### src/design/mpq_pkg.sv
// Shared constants, codes and control structs for the max priority queue.
package mpq_pkg;

  localparam int CAPACITY_DEF = 16;
  localparam int VALUE_W      = 32;
  localparam int STATUS_W     = 2;
  localparam int OCC_W        = 5;

  // Command codes
  localparam logic CMD_INSERT = 1'b0;
  localparam logic CMD_DELETE = 1'b1;

  // Status codes
  localparam logic [STATUS_W-1:0] ST_OK         = 2'd0;
  localparam logic [STATUS_W-1:0] ST_DEL_EMPTY  = 2'd1;
  localparam logic [STATUS_W-1:0] ST_INS_FULL   = 2'd2;

  // Controller -> datapath commands
  typedef struct packed {
    logic start;      // item accepted: latch it, update count, issue first read
    logic ins_step;   // one slide/place step of an insert
    logic latch_max;  // capture read data as the removed maximum
    logic load_out;   // move finished result into the output register
  } dp_cmd_t;

  // Datapath -> controller status
  typedef struct packed {
    logic full;
    logic empty;
    logic ins_done;   // current insert step places the value
    logic out_free;   // output register can take a result this cycle
  } dp_sts_t;

endpackage

### src/design/mpq_ram.sv
// Generic single-write, single-read RAM with registered read data.
module mpq_ram #(
  parameter int WIDTH = 32,
  parameter int DEPTH = 16
) (
  input  logic                     clk,
  input  logic                     we,
  input  logic [$clog2(DEPTH)-1:0] waddr,
  input  logic [WIDTH-1:0]         wdata,
  input  logic [$clog2(DEPTH)-1:0] raddr,
  output logic [WIDTH-1:0]         rdata
);

  logic [WIDTH-1:0] mem [DEPTH];

  always_ff @(posedge clk) begin
    if (we) begin
      mem[waddr] <= wdata;
    end
    rdata <= mem[raddr];
  end

endmodule

### src/design/mpq_datapath.sv
// Datapath: sorted entry store, count, working registers and result register.
module mpq_datapath
  import mpq_pkg::*;
#(
  parameter int CAPACITY = CAPACITY_DEF
) (
  input  logic                       clk,
  input  logic                       rst_n,
  input  dp_cmd_t                    cmd,
  output dp_sts_t                    sts,
  input  logic                       in_command,
  input  logic signed [VALUE_W-1:0]  in_value,
  input  logic                       out_ready,
  output logic                       out_valid,
  output logic signed [VALUE_W-1:0]  out_max_value,
  output logic [STATUS_W-1:0]        out_status,
  output logic                       out_now_empty,
  output logic [OCC_W-1:0]           out_occupancy
);

  localparam int CNT_W = $clog2(CAPACITY + 1);
  localparam int IDX_W = $clog2(CAPACITY);

  logic [CNT_W-1:0]          count_r, count_nxt;
  logic [IDX_W-1:0]          idx_r, idx_nxt;
  logic signed [VALUE_W-1:0] val_r, val_nxt;
  logic signed [VALUE_W-1:0] res_r, res_nxt;
  logic [STATUS_W-1:0]       stat_r, stat_nxt;

  logic                      out_valid_r;
  logic signed [VALUE_W-1:0] out_max_r;
  logic [STATUS_W-1:0]       out_status_r;
  logic                      out_empty_r;
  logic [OCC_W-1:0]          out_occ_r;

  logic                      full, empty, slide;
  logic [CNT_W-1:0]          cnt_m1;
  logic [IDX_W-1:0]          idx_m2;
  logic                      ram_we;
  logic [IDX_W-1:0]          ram_waddr, ram_raddr;
  logic signed [VALUE_W-1:0] ram_wdata, ram_rdata;

  assign full   = (count_r >= CNT_W'(CAPACITY));
  assign empty  = (count_r == '0);
  assign cnt_m1 = count_r - 1'b1;
  assign idx_m2 = idx_r - IDX_W'(2);

  // Slide the entry below the hole up while it is larger than the new value
  assign slide = (idx_r != '0) && (ram_rdata > val_r);

  assign sts.full     = full;
  assign sts.empty    = empty;
  assign sts.ins_done = !slide;
  assign sts.out_free = !out_valid_r || out_ready;

  // Store port control
  assign ram_we    = cmd.ins_step;
  assign ram_waddr = idx_r;
  assign ram_wdata = slide ? ram_rdata : val_r;
  assign ram_raddr = cmd.start ? cnt_m1[IDX_W-1:0] : idx_m2;

  mpq_ram #(
    .WIDTH (VALUE_W),
    .DEPTH (CAPACITY)
  ) u_store (
    .clk   (clk),
    .we    (ram_we),
    .waddr (ram_waddr),
    .wdata (ram_wdata),
    .raddr (ram_raddr),
    .rdata (ram_rdata)
  );

  // Next-state of working registers
  always_comb begin
    count_nxt = count_r;
    idx_nxt   = idx_r;
    val_nxt   = val_r;
    res_nxt   = res_r;
    stat_nxt  = stat_r;
    if (cmd.start) begin
      val_nxt = in_value;
      res_nxt = '0;
      idx_nxt = count_r[IDX_W-1:0];
      if (in_command == CMD_INSERT) begin
        if (full) begin
          stat_nxt = ST_INS_FULL;
        end else begin
          stat_nxt  = ST_OK;
          count_nxt = count_r + 1'b1;
        end
      end else begin
        if (empty) begin
          stat_nxt = ST_DEL_EMPTY;
        end else begin
          stat_nxt  = ST_OK;
          count_nxt = cnt_m1;
        end
      end
    end
    if (cmd.ins_step && slide) begin
      idx_nxt = idx_r - 1'b1;
    end
    if (cmd.latch_max) begin
      res_nxt = ram_rdata;
    end
  end

  always_ff @(posedge clk) begin
    if (!rst_n) begin
      count_r <= '0;
    end else begin
      count_r <= count_nxt;
    end
    idx_r  <= idx_nxt;
    val_r  <= val_nxt;
    res_r  <= res_nxt;
    stat_r <= stat_nxt;
  end

  // Output register
  always_ff @(posedge clk) begin
    if (!rst_n) begin
      out_valid_r <= 1'b0;
    end else if (cmd.load_out) begin
      out_valid_r <= 1'b1;
    end else if (out_ready) begin
      out_valid_r <= 1'b0;
    end
    if (cmd.load_out) begin
      out_max_r    <= res_r;
      out_status_r <= stat_r;
      out_empty_r  <= empty;
      out_occ_r    <= OCC_W'(count_r);
    end
  end

  assign out_valid     = out_valid_r;
  assign out_max_value = out_max_r;
  assign out_status    = out_status_r;
  assign out_now_empty = out_empty_r;
  assign out_occupancy = out_occ_r;

  // Count never passes capacity
  a_count_bound: assert property (@(posedge clk) disable iff (!rst_n)
    count_r <= CNT_W'(CAPACITY))
    else $error("entry count above capacity");

  // A result is never loaded over one still waiting
  a_no_overwrite: assert property (@(posedge clk) disable iff (!rst_n)
    cmd.load_out |-> (!out_valid_r || out_ready))
    else $error("result register overwritten");

  // An accepted insert into a non-full queue grows the count by one
  a_ins_count: assert property (@(posedge clk) disable iff (!rst_n)
    (cmd.start && in_command == CMD_INSERT && !full) |=> count_r == $past(count_r) + 1'b1)
    else $error("insert did not grow count");

  // Refused items leave the count alone
  a_refused_hold: assert property (@(posedge clk) disable iff (!rst_n)
    (cmd.start && ((in_command == CMD_INSERT && full) || (in_command == CMD_DELETE && empty)))
      |=> $stable(count_r))
    else $error("refused item changed count");

endmodule

### src/design/mpq_ctrl.sv
// Controller: sequences accept, insert slide, delete read and result hand-off.
module mpq_ctrl
  import mpq_pkg::*;
(
  input  logic    clk,
  input  logic    rst_n,
  input  logic    in_valid,
  input  logic    in_command,
  output logic    in_ready,
  output dp_cmd_t cmd,
  input  dp_sts_t sts
);

  typedef enum logic [1:0] {
    S_IDLE,
    S_INS,
    S_DEL,
    S_EMIT
  } state_t;

  state_t state_r, state_nxt;
  logic   accept;

  assign in_ready = (state_r == S_IDLE);
  assign accept   = in_valid && in_ready;

  // Commands and next state
  always_comb begin
    cmd       = '0;
    state_nxt = state_r;
    unique case (state_r)
      S_IDLE: begin
        if (accept) begin
          cmd.start = 1'b1;
          if (in_command == CMD_INSERT && !sts.full) begin
            state_nxt = S_INS;
          end else if (in_command == CMD_DELETE && !sts.empty) begin
            state_nxt = S_DEL;
          end else begin
            state_nxt = S_EMIT;
          end
        end
      end
      S_INS: begin
        cmd.ins_step = 1'b1;
        if (sts.ins_done) begin
          state_nxt = S_EMIT;
        end
      end
      S_DEL: begin
        cmd.latch_max = 1'b1;
        state_nxt     = S_EMIT;
      end
      S_EMIT: begin
        if (sts.out_free) begin
          cmd.load_out = 1'b1;
          state_nxt    = S_IDLE;
        end
      end
      default: state_nxt = S_IDLE;
    endcase
  end

  always_ff @(posedge clk) begin
    if (!rst_n) begin
      state_r <= S_IDLE;
    end else begin
      state_r <= state_nxt;
    end
  end

  // Delete work is always followed directly by the result hand-off
  a_del_one: assert property (@(posedge clk) disable iff (!rst_n)
    (state_r == S_DEL) |=> (state_r == S_EMIT))
    else $error("delete did not move to emit");

  // Only one command at a time
  a_cmd_onehot: assert property (@(posedge clk) disable iff (!rst_n)
    $onehot0(cmd))
    else $error("conflicting datapath commands");

  // Every accepted item leaves idle
  a_accept_leaves: assert property (@(posedge clk) disable iff (!rst_n)
    accept |=> (state_r != S_IDLE))
    else $error("accepted item not started");

endmodule

### src/design/max_priority_queue_unit.sv
// Top level of the max priority queue: controller plus datapath.
// Max priority queue of signed 32-bit values held in ascending order in a
// CAPACITY-deep RAM, one item in flight at a time. A delete-max steps through
// accept, RAM read and result hand-off; a refused item (delete when empty,
// insert when full) goes from accept straight to hand-off. An insert steps
// through accept, one slide per stored entry larger than the new value (at
// most CAPACITY - 1), a place step and hand-off, one slot per cycle through
// the RAM's single read and write port. A result that is not taken holds the
// block in hand-off until out_ready; no reset pass is needed on the store.
module max_priority_queue_unit
  import mpq_pkg::*;
#(
  parameter int CAPACITY = CAPACITY_DEF
) (
  input  logic                      clk,
  input  logic                      rst_n,
  input  logic                      in_valid,
  output logic                      in_ready,
  input  logic                      in_command,
  input  logic signed [VALUE_W-1:0] in_value,
  output logic                      out_valid,
  input  logic                      out_ready,
  output logic signed [VALUE_W-1:0] out_max_value,
  output logic [STATUS_W-1:0]       out_status,
  output logic                      out_now_empty,
  output logic [OCC_W-1:0]          out_occupancy
);

  dp_cmd_t cmd;
  dp_sts_t sts;

  mpq_ctrl u_ctrl (
    .clk        (clk),
    .rst_n      (rst_n),
    .in_valid   (in_valid),
    .in_command (in_command),
    .in_ready   (in_ready),
    .cmd        (cmd),
    .sts        (sts)
  );

  mpq_datapath #(
    .CAPACITY (CAPACITY)
  ) u_dp (
    .clk           (clk),
    .rst_n         (rst_n),
    .cmd           (cmd),
    .sts           (sts),
    .in_command    (in_command),
    .in_value      (in_value),
    .out_ready     (out_ready),
    .out_valid     (out_valid),
    .out_max_value (out_max_value),
    .out_status    (out_status),
    .out_now_empty (out_now_empty),
    .out_occupancy (out_occupancy)
  );

endmodule

### config.mk
export PLATFORM = sky130hd
export DESIGN_NAME = max_priority_queue_unit
export DESIGN_NICKNAME = d
export VERILOG_FILES = /design/src/design/mpq_pkg.sv /design/src/design/mpq_ram.sv /design/src/design/mpq_datapath.sv /design/src/design/mpq_ctrl.sv /design/src/design/max_priority_queue_unit.sv
export SDC_FILE = /design/constraint.sdc
export NUM_CORES = 1
export LEC_CHECK = 0
export BUFFER_PORTS_ARGS = -buffer_cell sky130_fd_sc_hd__buf_2
export CORE_MARGIN = 2
export CORE_UTILIZATION = 50
export CTS_CLUSTER_SIZE = 24
export DETAILED_ROUTE_END_ITERATION = 7
export PLACE_DENSITY = 0.71
export SLEW_MARGIN = 20
export SYNTH_ARGS = -nofsm -noshare
export SYNTH_HDL_FRONTEND = slang
export SYNTH_SLANG_ARGS = --single-unit
### constraint.sdc
create_clock -name clk -period 3.3 [get_ports clk]
set_input_delay 0.33 -clock clk [delete_from_list [all_inputs] [get_ports clk]]
set_output_delay 0.33 -clock clk [all_outputs]
set_load 0.05 [all_outputs]
# Word-level counts from Yosys, hierarchy flattened
# Memories as Yosys holds them, arrays and structs flattened. A register that Yosys moved wholly into a read port is not among the register bits.
# Index checks and enable logic that the tools add are counted.
[op_classes] n_lt_le_gt_ge=2 n_eq_ne=8 n_mux=28 bitwise=1 addsub=4 reduce_logical=17
[ops] cell="$mux W32" n=3
[ops] cell="$gt A32 B32 Y1" n=1
[ops] cell="$mux W5" n=3
[ops] cell="$mux W1" n=12
[ops] cell="$mux W2" n=6
[ops] cell="$mux W4" n=3
[ops] cell="$ne A2 B2 Y1 const B" n=5
[ops] cell="$pmux W2 S4" n=1
[ops] cell="$reduce_and A3 Y1" n=2
[ops] cell="$reduce_bool A2 Y1" n=3
[ops] cell="$add A5 B1 Y5 const B" n=1
[ops] cell="$ge A5 B5 Y1 const B" n=1
[ops] cell="$logic_and A1 B1 Y1" n=5
[ops] cell="$logic_not A5 Y1" n=1
[ops] cell="$sub A5 B1 Y5 const B" n=1
[ops] cell="$eq A2 B2 Y1 const B" n=2
[ops] cell="$reduce_bool A4 Y1" n=1
[ops] cell="$sub A4 B1 Y4 const B" n=1
[ops] cell="$sub A4 B2 Y4 const B" n=1
[ops] cell="$logic_not A1 Y1" n=3
[ops] cell="$eq A2 B1 Y1 const B" n=1
[ops] cell="$logic_not A2 Y1" n=1
[ops] cell="$logic_or A1 B1 Y1" n=1
[ops] cell="$not A1 Y1" n=1
[word_totals] ff_bits=118 ramBits=512 inputBits=37 elab_cells=72 output_inout_bits=42 memories=1
[memory_table] name="u_dp.u_store.mem" depth=16 width=32 rd=1 rd_ports_with_merged_regs=1 write_ports=1 line_no="mpq_ram.sv:14" rtl="logic [WIDTH-1:0] mem [DEPTH];"

# Logic depth before layout (Yosys ltp)
# Gate-level depths: netlist of the first run.
[logic_depth] ltp_word=7 mapped_depth=11 depth_no_buf=9

# Hierarchy
# A second synthesis of the first run with hierarchy kept.
[hier_totals] cells_unflattened=1230 hier_area_um2=25578.3
[modules_own_cells] mod="mpq_ram" area_per_inst_um2=19854.0 n_inst=1 seq_area_each_um2=16015.4 cells_each=838
[modules_own_cells] mod="mpq_datapath" area_per_inst_um2=5520.3 n_inst=1 seq_area_each_um2=3423.3 cells_each=371
[modules_own_cells] mod="mpq_ctrl" area_per_inst_um2=203.9 n_inst=1 seq_area_each_um2=40.0 cells_each=21

# Worst setup path after synthesis of the first run
# OpenSTA, ideal clock, no wires.
[synth_path] path_kind="flip-flop to flip-flop" start="register u_ctrl.state_r[0]" end="register u_dp.u_store.rdata[10] (read register of u_dp.u_store.mem)" setup_ns=0.136 period_less_slack_ns=3.518 stages_incl_launch_ff=11 arrival_ns=3.381 setup_slack_ns=-0.218 required_ns=3.164 cell_sequence="dfxtp_1 -> inv_1 -> ha_1 -> nand2_2 -> inv_1 -> mux2i_1 -> buf_2 -> buf_1 -> mux4_2 -> a211oi_1 -> a31oi_1"
[synth_lines] item="from (decl)" line_no="mpq_ctrl.sv:21" rtl="state_t state_r, state_nxt;"
[synth_lines] item="from (signal assigned)" line_no="mpq_ctrl.sv:68" rtl="state_r <= state_nxt;"
[synth_lines] item="to (decl)" line_no="mpq_ram.sv:11" rtl="output logic [WIDTH-1:0] rdata"

# Worst setup path after layout of the first run
[layout_path] start="register u_dp.val_r[29]" end="memory u_dp.u_store.mem[11][21], data pin"
[layout_via] elab_chain_cells=3
[layout_rtl] item="from (decl)" line_no="mpq_datapath.sv:26" rtl="logic signed [VALUE_W-1:0] val_r, val_nxt;"
[layout_rtl] item="from (signal assigned)" line_no="mpq_datapath.sv:116" rtl="val_r <= val_nxt;"
[layout_rtl] item="$gt A32 B32 Y1" line_no="mpq_datapath.sv:49" rtl="assign slide = (idx_r != '0) && (ram_rdata > val_r);"
[layout_rtl] item="$logic_and A1 B1 Y1" line_no="mpq_datapath.sv:49"
[layout_rtl] item="$mux W32" line_no="mpq_datapath.sv:59" rtl="assign ram_wdata = slide ? ram_rdata : val_r;"
[layout_rtl] item="net u_dp.ram_wdata[21]" line_no="mpq_datapath.sv:41" rtl="logic signed [VALUE_W-1:0] ram_wdata, ram_rdata;"
[layout_rtl] item="to (decl)" line_no="mpq_ram.sv:14"
# The timed path passes the listed nets, and every way through them passes these cells.

==> results of run 1 <==
## synth_stat cells (2+ instances only)
| cell type | n | area [µm²] |
|---|---|---|
| a211oi_1 | 39 | 293 |
| a21o_1 | 3 | 22.5 |
| a21oi_1 | 10 | 50.1 |
| a21oi_2 | 2 | 17.5 |
| a221oi_2 | 2 | 30.0 |
| a31oi_1 | 32 | 200 |
| and2_1 | 65 | 407 |
| buf_1 | 5 | 18.8 |
| buf_2 | 15 | 75.1 |
| buf_4 | 8 | 60.1 |
| buf_6 | 5 | 56.3 |
| clkbuf_1 | 24 | 90.1 |
| dfxtp_1 | 40 | 801 |
| edfxtp_1 | 622 | 18700 |
| ha_1 | 45 | 563 |
| inv_1 | 43 | 161 |
| mux2_1 | 2 | 22.5 |
| mux2_2 | 3 | 33.8 |
| mux2_4 | 30 | 450 |
| mux2i_1 | 3 | 30.0 |
| mux4_2 | 128 | 2880 |
| nand2_1 | 90 | 338 |
| nand2b_1 | 5 | 31.3 |
| nand3_1 | 7 | 35.0 |
| nand4_1 | 4 | 25.0 |
| nor2_1 | 32 | 120 |
| nor2b_1 | 5 | 31.3 |
| nor3_1 | 10 | 50.1 |
| nor3b_1 | 2 | 15.0 |
| nor4_1 | 5 | 31.3 |
| o211ai_1 | 2 | 15.0 |
| o21ai_0 | 7 | 35.0 |
| o21ai_1 | 3 | 15.0 |
| xnor2_1 | 4 | 35.0 |
| xor2_1 | 6 | 52.6 |
## logic make-up (layout without fill, tap and decap cells)
kind of cell             Yosys count  count (layout)  share of synthesized area
XOR/XNOR                          10              10                    0.00338
flip-flops                       662             662                      0.752
adder cells (fa/ha/maj)           45              45                     0.0217
AND/OR/NAND/NOR                  232             232                     0.0441
AO/OA/AOI/OAI                    107             107                     0.0288
multiplexers                     166             166                      0.132
buffers and inverters            100             331                     0.0178
## how the worst min path moves through the flow
stage                              start  depth (start not counted)  slack [ns]                endpoint
final                          out_ready                          4        0.07          u_dp.out_valid
after floorplan            u_dp.res_r[0]                          0        0.40   u_dp.out_max_value[0]
after CTS                      out_ready                          4        0.06          u_dp.out_valid
after global routing           out_ready                          4        0.09          u_dp.out_valid
after detailed placement  u_dp.res_r[15]                          0        0.41  u_dp.out_max_value[15]
after global placement    u_dp.res_r[25]                          0        0.40  u_dp.out_max_value[25]
## per-layer routing
metal / routed length [µm] / part of all wire / up-vias
met5: 0 / 0 / -
met4: 1340 / 0.023 / 0
met3: 4290 / 0.074 / 82
met2: 27700 / 0.48 / 532
met1: 24500 / 0.42 / 6772
li1: - / - / 5643
## power by group through the flow
stage | Combinational, mW | Sequential [mW] | Clock [mW]
2_1_floorplan | 8.21 | 12.9 | 0
3_3_place_gp | 11.8 | 12.9 | 0
3_5_place_dp | 12.1 | 12.9 | 0
4_1_cts | 12.2 | 12.8 | 7.54
5_1_grt | 13.4 | 12.9 | 7.85
6_report | 12.4 | 12.8 | 7.43
## metrics by stage
stage	util	setup TNS [ns]
final	0.591	0
after CTS	0.589	0
after detailed placement	0.540	-105.73
after global placement	0.540	-26.33
after global routing	0.591	0
after floorplan	-	0
## timing repair
action / 4_1_cts / 5_1_grt
setup endpoints to repair: 518 / 487
hold endpoints to repair: 32 / 0
buffers inserted: 1 / 4
pin swaps: 0 / 2
cloned: 0 / 1
resized for setup: 3 / 6
hold buffers: 32 / 0
## cell type report
cell class	instances	area [µm²]
multi-input cells	560	6200
clock buffers	88	1810
flip-flops and latches	662	19500
fillers	3678	21000
clock inverters	31	339
repair buffers	169	1490
well taps	680	851
inverters	43	165
## tightest hold or removal path, cell delays in order
cell and delay [ns]:
buf_2 0.08, nor2b_1 0.08, nor2_1 0.09, nor2_1 0.04
## flip-flops by register name (all words and copies together), names as in the netlist
register and cells:
u_dp.out_occupancy 5, u_dp.out_max_value 32, u_dp.count_r 5, u_dp.res_r 32, u_dp.u_store.rdata 32, u_dp.u_store.mem 512
u_dp.idx_r 4, u_dp.out_now_empty 1, u_ctrl.state_r 2, u_dp.stat_r 2, u_dp.out_status 2, u_dp.val_r 32
u_dp.out_valid 1
## placed cells by master (no fill, tap or decap), types with 5 or more instances in the layout
cell and n:
edfxtp_1 622, nand2_1 90, bufinv_16 6, a21oi_1 9, ha_1 45, clkbuf_16 68, inv_1 42, o21ai_0 7
a211oi_1 38, mux2_4 30, buf_12 25, clkinv_1 7, nand3_1 7, clkbuf_1 16, dfxtp_1 40, clkinv_2 10
and2_1 65, a31oi_1 32, dlygate4sd3_1 32, buf_4 32, nor2_4 12, nor3_1 6, clkbuf_8 5, mux4_2 128
xor2_1 6, nor2_1 20, buf_2 78
==> impl_metrics.json, run 1 <==
{
  "critPathRequiredTime_ns": 3.62,
  "cp_slowest_stage_delay_ns": 0.43,
  "finalSetupViolations": 0,
  "cpMostUsedCell": "a21o_1",
  "pwr-share-comb": 0.381,
  "syn_inst": 1322,
  "drt-total-wl_um": 57800,
  "crit_path_cell_trace": "inv_1 -> ha_1 -> a21o_1 -> a21o_1 -> a21oi_1 -> o211ai_2 -> o31a_1 -> o21ai_4 -> buf_12 -> buf_8 -> mux2_4",
  "worst_pin_slew_ns": 0.730,
  "cts-root-buf": "clkbuf_16",
  "cap_violations": 0,
  "skew_ns": 0.0257,
  "relSlewSlack": 0.513,
  "use_met2": 0.345,
  "initial_core_util": 0.505,
  "wire_per_inst_um": 25.9,
  "cts.path.max_buffers": 3,
  "stdcell_area_um2": 30300,
  "cp_top_family": "compound AO/OA/AOI/OAI gates",
  "dp_slack_ns": -0.308,
  "power_density_nw_per_um2": 1080,
  "startpoint_type": "flop",
  "drive_above_1_share": 0.279,
  "use_met1": 0.316,
  "arrival_ns": 3.53,
  "cts_buffers": 66,
  "die_x_um": 232,
  "ir_worst_vdd_v": 0.00124,
  "die_h_um": 232,
  "fin_crit_sh": 0.974,
  "antenna_left": 0,
  "place_area_um2": 27700,
  "drtIter0Drc": 1499,
  "stdcell_count": 2233,
  "clk_pin_slew_ns": 0.06,
  "dieArea_um2": 53600,
  "fp-row-count": 83,
  "crit_fanout": 16,
  "grt_pass1_vias": 13011,
  "io_buffers": 78,
  "rsz0062_at_grt": "false",
  "fin_crit_ns": 3.21,
  "cellLeakagePower_nw": 10.3,
  "grt.total_usage": 0.220,
  "diodes": 0,
  "critPathKind": "flop to flop",
  "finalMaxSlewViolations": 0,
  "synth_edf_count": 622,
  "synth.distinct_cells": 49,
  "yosysSeqAreaShare": 0.752,
  "coreArea_um2": 51300,
  "path_buf_inv": 3,
  "r2r-start": "u_dp.val_r[29]",
  "r2r_slack_ns": 0.09,
  "fmax_mhz": 311,
  "top_usage_layer": "met2",
  "ys_warn_count": 0,
  "reg2reg_depth": 11,
  "num-nets-final": 1584,
  "r2r-end": "u_dp.u_store.mem[11][21]",
  "gp_congestion": 0.757,
  "setup_slack_ns": 0.0869,
  "worst_setup_path_end_kind": "flop",
  "hold_ws_ns": 0.0726,
  "clkSinkCount": 662,
  "switching_share": 0.334,
  "cts_max_level": 3,
  "syn_to_final_growth_pct": 17.1,
  "crit_start": "u_dp.val_r[29]",
  "clock_power_share": 0.227,
  "crit_cells": 11,
  "grtUsageMet3": 0.0383,
  "grt_pass1_wl_um": 84800,
  "dr.pass1.iters": 5,
  "hold_violations": 0,
  "num_vias": 13029,
  "grt_antenna_before_repair": 0,
  "synthesis.nets": 1404,
  "p_total_mw": 32.7,
  "dp.cells": 2076,
  "async_reset_ff_frac": 0,
  "cts_tree": "done",
  "syn-mean-instance-area_um2": 19.6,
  "netlist_area_um2": 25900,
  "hold_path.class": "primary input to flop",
  "critPathSlowestCell": "edfxtp_1",
  "crit_end": "u_dp.u_store.mem[11][21]",
  "p_int_mw": 21.7,
  "ys_ff_latch": 662,
  "num_io_pins": 79,
  "p_sw_mw": 10.9,
  "clk-insertion-delay-late_ns": 0.60,
  "drcViolationCount": 0,
  "dpl.hpwl_um": 31200,
  "synthFlopType": "edfxtp_1",
  "vias_per_cell": 5.83,
  "seq_power_share": 0.391,
  "status": "completed",
  "grt_max_degree": 65,
  "grt-ovfl-total": 0
}
Power figures use the tool's default switching activity.
==> run 2: changes to the inputs <==
--- a/config.mk
+++ b/config.mk
@@ -6,7 +6,6 @@
 export NUM_CORES = 1
 export LEC_CHECK = 0
 export BUFFER_PORTS_ARGS = -buffer_cell sky130_fd_sc_hd__buf_2
-export CORE_MARGIN = 2
 export CORE_UTILIZATION = 50
 export CTS_CLUSTER_SIZE = 24
 export DETAILED_ROUTE_END_ITERATION = 7
==> run 2 against run 1 <==
Hold slack got worse by 0.032 ns. Via count about the same. Wire length shrank 0.72%. Sequential cell count is the same. Die area decreased by 1.7%. Design area down 0.49%. Combinational power barely moved. Clock skew down 0.0063 ns. Global-route usage grew 0.25 points. Count of clock-buffer cells in the layout down 10. Sequential share of layout area rose by 0.32 points. Power down 1.3%. Largest power group unchanged.
==> impl_metrics.json, run 2 (synthesis results as in run 1) <==
{
  "io_buffers": 78,
  "grt_pass1_vias": 13317,
  "dr.pass1.iters": 5,
  "power_density_nw_per_um2": 1070,
  "arrival_ns": 3.55,
  "grt.total_usage": 0.222,
  "cts.path.max_buffers": 3,
  "worst_pin_slew_ns": 0.776,
  "final_common_cell": "edfxtp_1",
  "fmax_mhz": 312,
  "relSlewSlack": 0.483,
  "die_x_um": 230,
  "diodes": 0,
  "die_h_um": 230,
  "fin_crit_sh": 0.970,
  "largest_reg_flops": 512,
  "dp_slack_ns": 0.0877,
  "crit_start": "u_dp.val_r[19]",
  "grt_antenna_before_repair": 2,
  "dieArea_um2": 52700,
  "initial_core_util": 0.506,
  "grt_pass1_wl_um": 85200,
  "wire_per_inst_um": 25.7,
  "finalSetupViolations": 0,
  "cts_buffers": 61,
  "syn_to_final_growth_pct": 16.5,
  "drtIter0Drc": 1259,
  "r2r-start": "u_dp.val_r[19]",
  "drcViolationCount": 0,
  "grt_max_degree": 65,
  "fin_crit_ns": 3.20,
  "dp.cells": 2082,
  "cts_max_level": 2,
  "setup_slack_ns": 0.0990,
  "clk-insertion-delay-late_ns": 0.63,
  "regMostFlops": "u_dp.u_store.mem",
  "hold_violations": 0,
  "fill_cells": 3686,
  "gp_congestion": 0.754,
  "tns_ns": 0,
  "clk_pin_slew_ns": 0.06,
  "drt-total-wl_um": 57400,
  "num_io_pins": 79,
  "stdcell_count": 2230,
  "skew_ns": 0.0195,
  "worst_setup_path_end_kind": "flop",
  "vias_per_cell": 5.84,
  "cap_violations": 0,
  "grt-ovfl-total": 0,
  "cellLeakagePower_nw": 10.3,
  "critPathRequiredTime_ns": 3.65,
  "clkSinkCount": 662,
  "ir_worst_vdd_v": 0.000671,
  "fp-row-count": 83,
  "finalMaxSlewViolations": 0,
  "num-nets-final": 1580,
  "crit_fanout": 16,
  "startpoint_type": "flop",
  "rsz0062_at_grt": "false",
  "layout_common_cells": "622 x edfxtp_1, 128 x mux4_2, 90 x nand2_1",
  "num_vias": 13025,
  "hold_start": "out_ready",
  "antenna_left": 0,
  "status": "completed",
  "drive_above_1_share": 0.277,
  "critPathKind": "flop to flop",
  "cts-root-buf": "clkbuf_16",
  "cts_tree": "done",
  "hold_path.class": "primary input to flop",
  "dpl.hpwl_um": 30300,
  "coreArea_um2": 51200
}
run 2: cell types whose count changed in the layout (fill, tap and decap cells not counted), sizes merged:
cell / change
inv: -2
clkinvlp: +2
clkinv: +6
clkbuf: -11
buf: +2
run 2: final cells by class:
class                      instances  area [µm²]  share of cell area
clock inverter                    37         339              0.0112
multi-input combinational        560        6180               0.205
timing repair buffer             170        1470              0.0488
clock buffer                      78        1690              0.0561
sequential                       662       19500               0.645
inverter                          43         165             0.00547
tap                              680         851              0.0282
run 2: path summary, 6_finish.rpt:
check,cells past startpoint,slack (ns),endpoint
setup / recovery,9,0.1,u_dp.u_store.mem[15][23]
hold / removal,4,0.04,u_dp.out_valid
setup reg to reg,9,0.1,u_dp.u_store.mem[15][23]
hold reg to reg,0,0.41,u_dp.out_max_value[24]
run 2: routing by layer:
layer	track usage	vias up	wire, µm
met2	0.365	472	28400
met5	0	-	0
li1	-	5639	-
met4	0.0694	0	1260
met3	0.0261	84	3460
met1	0.313	6830	24200
run 2: timing repair:
action                     in CTS  in global routing
resized for setup               0                  4
setup buffers                   0                  1
hold buffers                   32                  0
setup endpoints to repair       0                493
hold endpoints to repair       32                  0
run 2: worst max-delay path, stage by stage (launching register included):
cell	delay, ns
edfxtp_1	0.35
inv_1	0.05
ha_1	0.31
nand4_1	0.27
nor4_1	0.57
nand3_1	0.26
and2_1	0.27
o21ai_4	0.11
buf_4	0.28
mux2_4	0.42
run 2: stage by stage:
step	hold slack, ns	power [mW]	instance area (µm²)	utilization
after floorplan	0.400	21.1	25900	-
after global placement	0.404	24.9	27800	0.543
after detailed placement	0.406	25.3	27800	0.543
after CTS	0.00485	32.4	30100	0.589
after global routing	0.0378	33.7	30200	0.590
final	0.0409	32.2	30200	0.590
run 2: power by group:
part	internal, mW	leakage (nW)	switching [mW]	total (mW)
clock	4.08	0.997	3.00	7.08
sequential	12.3	5.99	0.514	12.8
combinational	5.10	3.27	7.30	12.4
==> run 3: changes to the inputs <==
--- a/config.mk
+++ b/config.mk
@@ -10,6 +10,7 @@
 export CTS_CLUSTER_SIZE = 24
 export DETAILED_ROUTE_END_ITERATION = 7
 export PLACE_DENSITY = 0.71
+export RECOVER_POWER = 50
 export SLEW_MARGIN = 20
 export SYNTH_ARGS = -nofsm -noshare
 export SYNTH_HDL_FRONTEND = slang
==> run 3 against run 2 <==
Global-route usage did not move. The run now ends with max-capacitance violations, max-slew violations left. First-iteration DRC count rose by 1.0%. Sequential power barely moved. Sequential cell count unchanged. Core utilization is 0.50 points lower. Register-to-register slack got worse by 0.02 ns. Via count grew 0.52%. Non-clock buffer count unchanged. Clock power about the same. Cell count about the same. Die area is the same.
==> impl_metrics.json, run 3 (synthesis results as in run 1) <==
{
  "final_common_cell": "edfxtp_1",
  "gp_congestion": 0.754,
  "cp_slowest_stage_delay_ns": 0.59,
  "drt-total-wl_um": 57400,
  "die_h_um": 230,
  "antenna_left": 0,
  "coreArea_um2": 51200,
  "num_io_pins": 79,
  "final-seq-area_um2": 19500,
  "grtUsageMet3": 0.0261,
  "use_met1": 0.313,
  "grt_pass1_wl_um": 85200,
  "fin_crit_ns": 3.22,
  "clkSinkCount": 662,
  "syn_to_final_growth_pct": 15.6,
  "drive_above_1_share": 0.231,
  "cts-root-buf": "clkbuf_16",
  "crit_fanout": 16,
  "fin_crit_sh": 0.976,
  "drtIter0Drc": 1272,
  "wire_per_inst_um": 25.7,
  "drcViolationCount": 0,
  "status": "complete, but fails checks",
  "dpl.hpwl_um": 30300,
  "clock_power_share": 0.220,
  "worst_pin_slew_ns": 2.05,
  "rsz0062_at_grt": "false",
  "pwr-share-comb": 0.382,
  "p_int_mw": 21.4,
  "grt_max_degree": 65,
  "violations": "max-capacitance violations, max-slew violations",
  "seq_power_share": 0.398,
  "grt_antenna_before_repair": 2,
  "switching_share": 0.336,
  "cap_violations": 2,
  "final_util": 0.585,
  "holdPathStages": 4,
  "io_buffers": 78,
  "hold_violations": 0,
  "initial_core_util": 0.506,
  "vias_per_cell": 5.87,
  "cts_max_level": 2,
  "fmax_mhz": 311,
  "path_buf_inv": 2,
  "fp-row-count": 83,
  "reg2reg_depth": 9,
  "power_density_nw_per_um2": 1070,
  "p_sw_mw": 10.8,
  "regMostFlops": "u_dp.u_store.mem",
  "finalSetupViolations": 0,
  "num_vias": 13093,
  "dieArea_um2": 52700,
  "finalMaxSlewViolations": 52,
  "tns_ns": 0,
  "grt.total_usage": 0.222,
  "num-nets-final": 1580,
  "cts_buffers": 61,
  "crit_path_cell_trace": "inv_1 -> ha_1 -> nand4_1 -> nor4_1 -> nand3_1 -> and2_1 -> o21ai_4 -> buf_4 -> mux2_4",
  "critPathKind": "flop to flop",
  "stdcell_count": 2231,
  "dr.pass1.iters": 5,
  "worst_setup_path_end_kind": "flop",
  "cts.path.max_buffers": 3,
  "top_usage_layer": "met2",
  "arrival_ns": 3.57,
  "ir_worst_vdd_v": 0.000651,
  "grt-ovfl-total": 0,
  "use_met2": 0.365,
  "die_x_um": 230,
  "critPathRequiredTime_ns": 3.65,
  "cts_tree": "done",
  "crit_cells": 9,
  "largest_reg_flops": 512,
  "cellLeakagePower_nw": 10.0,
  "relSlewSlack": -0.367,
  "multi_input_area_um2": 6170,
  "dp.cells": 2082,
  "startpoint_type": "flop",
  "critPathSlowestCell": "nor4_1",
  "cp_top_family": "simple AND/OR/NAND/NOR gates",
  "clk_pin_slew_ns": 0.06,
  "layout_common_cells": "622 x edfxtp_1, 128 x mux4_2, 91 x nand2_1",
  "clk-insertion-delay-late_ns": 0.63,
  "hold_path.class": "primary input to flop",
  "skew_ns": 0.0189,
  "fill_cells": 3745,
  "grt_pass1_vias": 13317
}
==> run 3: changes by cell type in the layout (fill, tap and decap cells not counted), sizes merged <==
cell	change
diode	+1
clkbuf	+85
buf	-85
==> run 3: layer usage <==
metal / share of wire / up-vias / routed length (µm)
met5: 0 / - / 0
met4: 0.024 / 0 / 1400
met3: 0.068 / 93 / 3900
met2: 0.49 / 527 / 28300
met1: 0.41 / 6835 / 23800
li1: - / 5638 / -
==> run 3: what timing repair did <==
action / in CTS / in global routing
hold endpoints to repair: 32 / 0
endpoints found under the setup margin: 0 / 493
setup buffers: 0 / 1
gates resized for setup: 0 / 4
hold buffers: 32 / 0
==> run 3: area by class of cell <==
cell class                 instances  share of cell area
inverter                          43             0.00543
clock buffer                      78              0.0566
clock inverter                    37              0.0113
tap                              680              0.0284
multi-input combinational        560               0.206
timing repair buffer             170              0.0412
antenna                            1           0.0000836
sequential                       662               0.651
==> run 3: worst min-delay path: cells and delay by family <==
| family | cells | cell delay (ns) |
|---|---|---|
| buf+inv | 1 | 0.08 |
| simple gates | 3 | 0.19 |
==> run 3: per-stage QoR <==
stage | total power [mW] | hold WS (ns) | setup slack [ns] | instance area [µm²]
floorplan | 21.1 | 0.400 | 0.0821 | 25900
global placement | 24.9 | 0.404 | 0.173 | 27800
detailed placement | 25.3 | 0.406 | 0.0877 | 27800
CTS | 32.4 | 0.00485 | 0.0373 | 30100
global route | 33.7 | 0.00882 | 0.0132 | 29900
finish | 32.2 | 0.00889 | 0.0803 | 29900
==> run 3: final timing paths <==
check	start	end	slack, ns
hold / removal	out_ready	u_dp.out_valid	0.009
hold reg to reg	u_dp.res_r[24]	u_dp.out_max_value[24]	0.41
setup reg to reg	u_dp.val_r[19]	u_dp.u_store.mem[15][23]	0.08
setup / recovery	u_dp.val_r[19]	u_dp.u_store.mem[15][23]	0.08
==> run 3: power by group through the flow <==
stage               Clock (mW)  Combinational [mW]  Sequential, mW
floorplan                    0                8.21            12.9
global placement             0                12.0            12.9
detailed placement           0                12.3            12.9
CTS                       7.20                12.4            12.8
global route              7.50                13.3            12.9
finish                    7.08                12.3            12.8
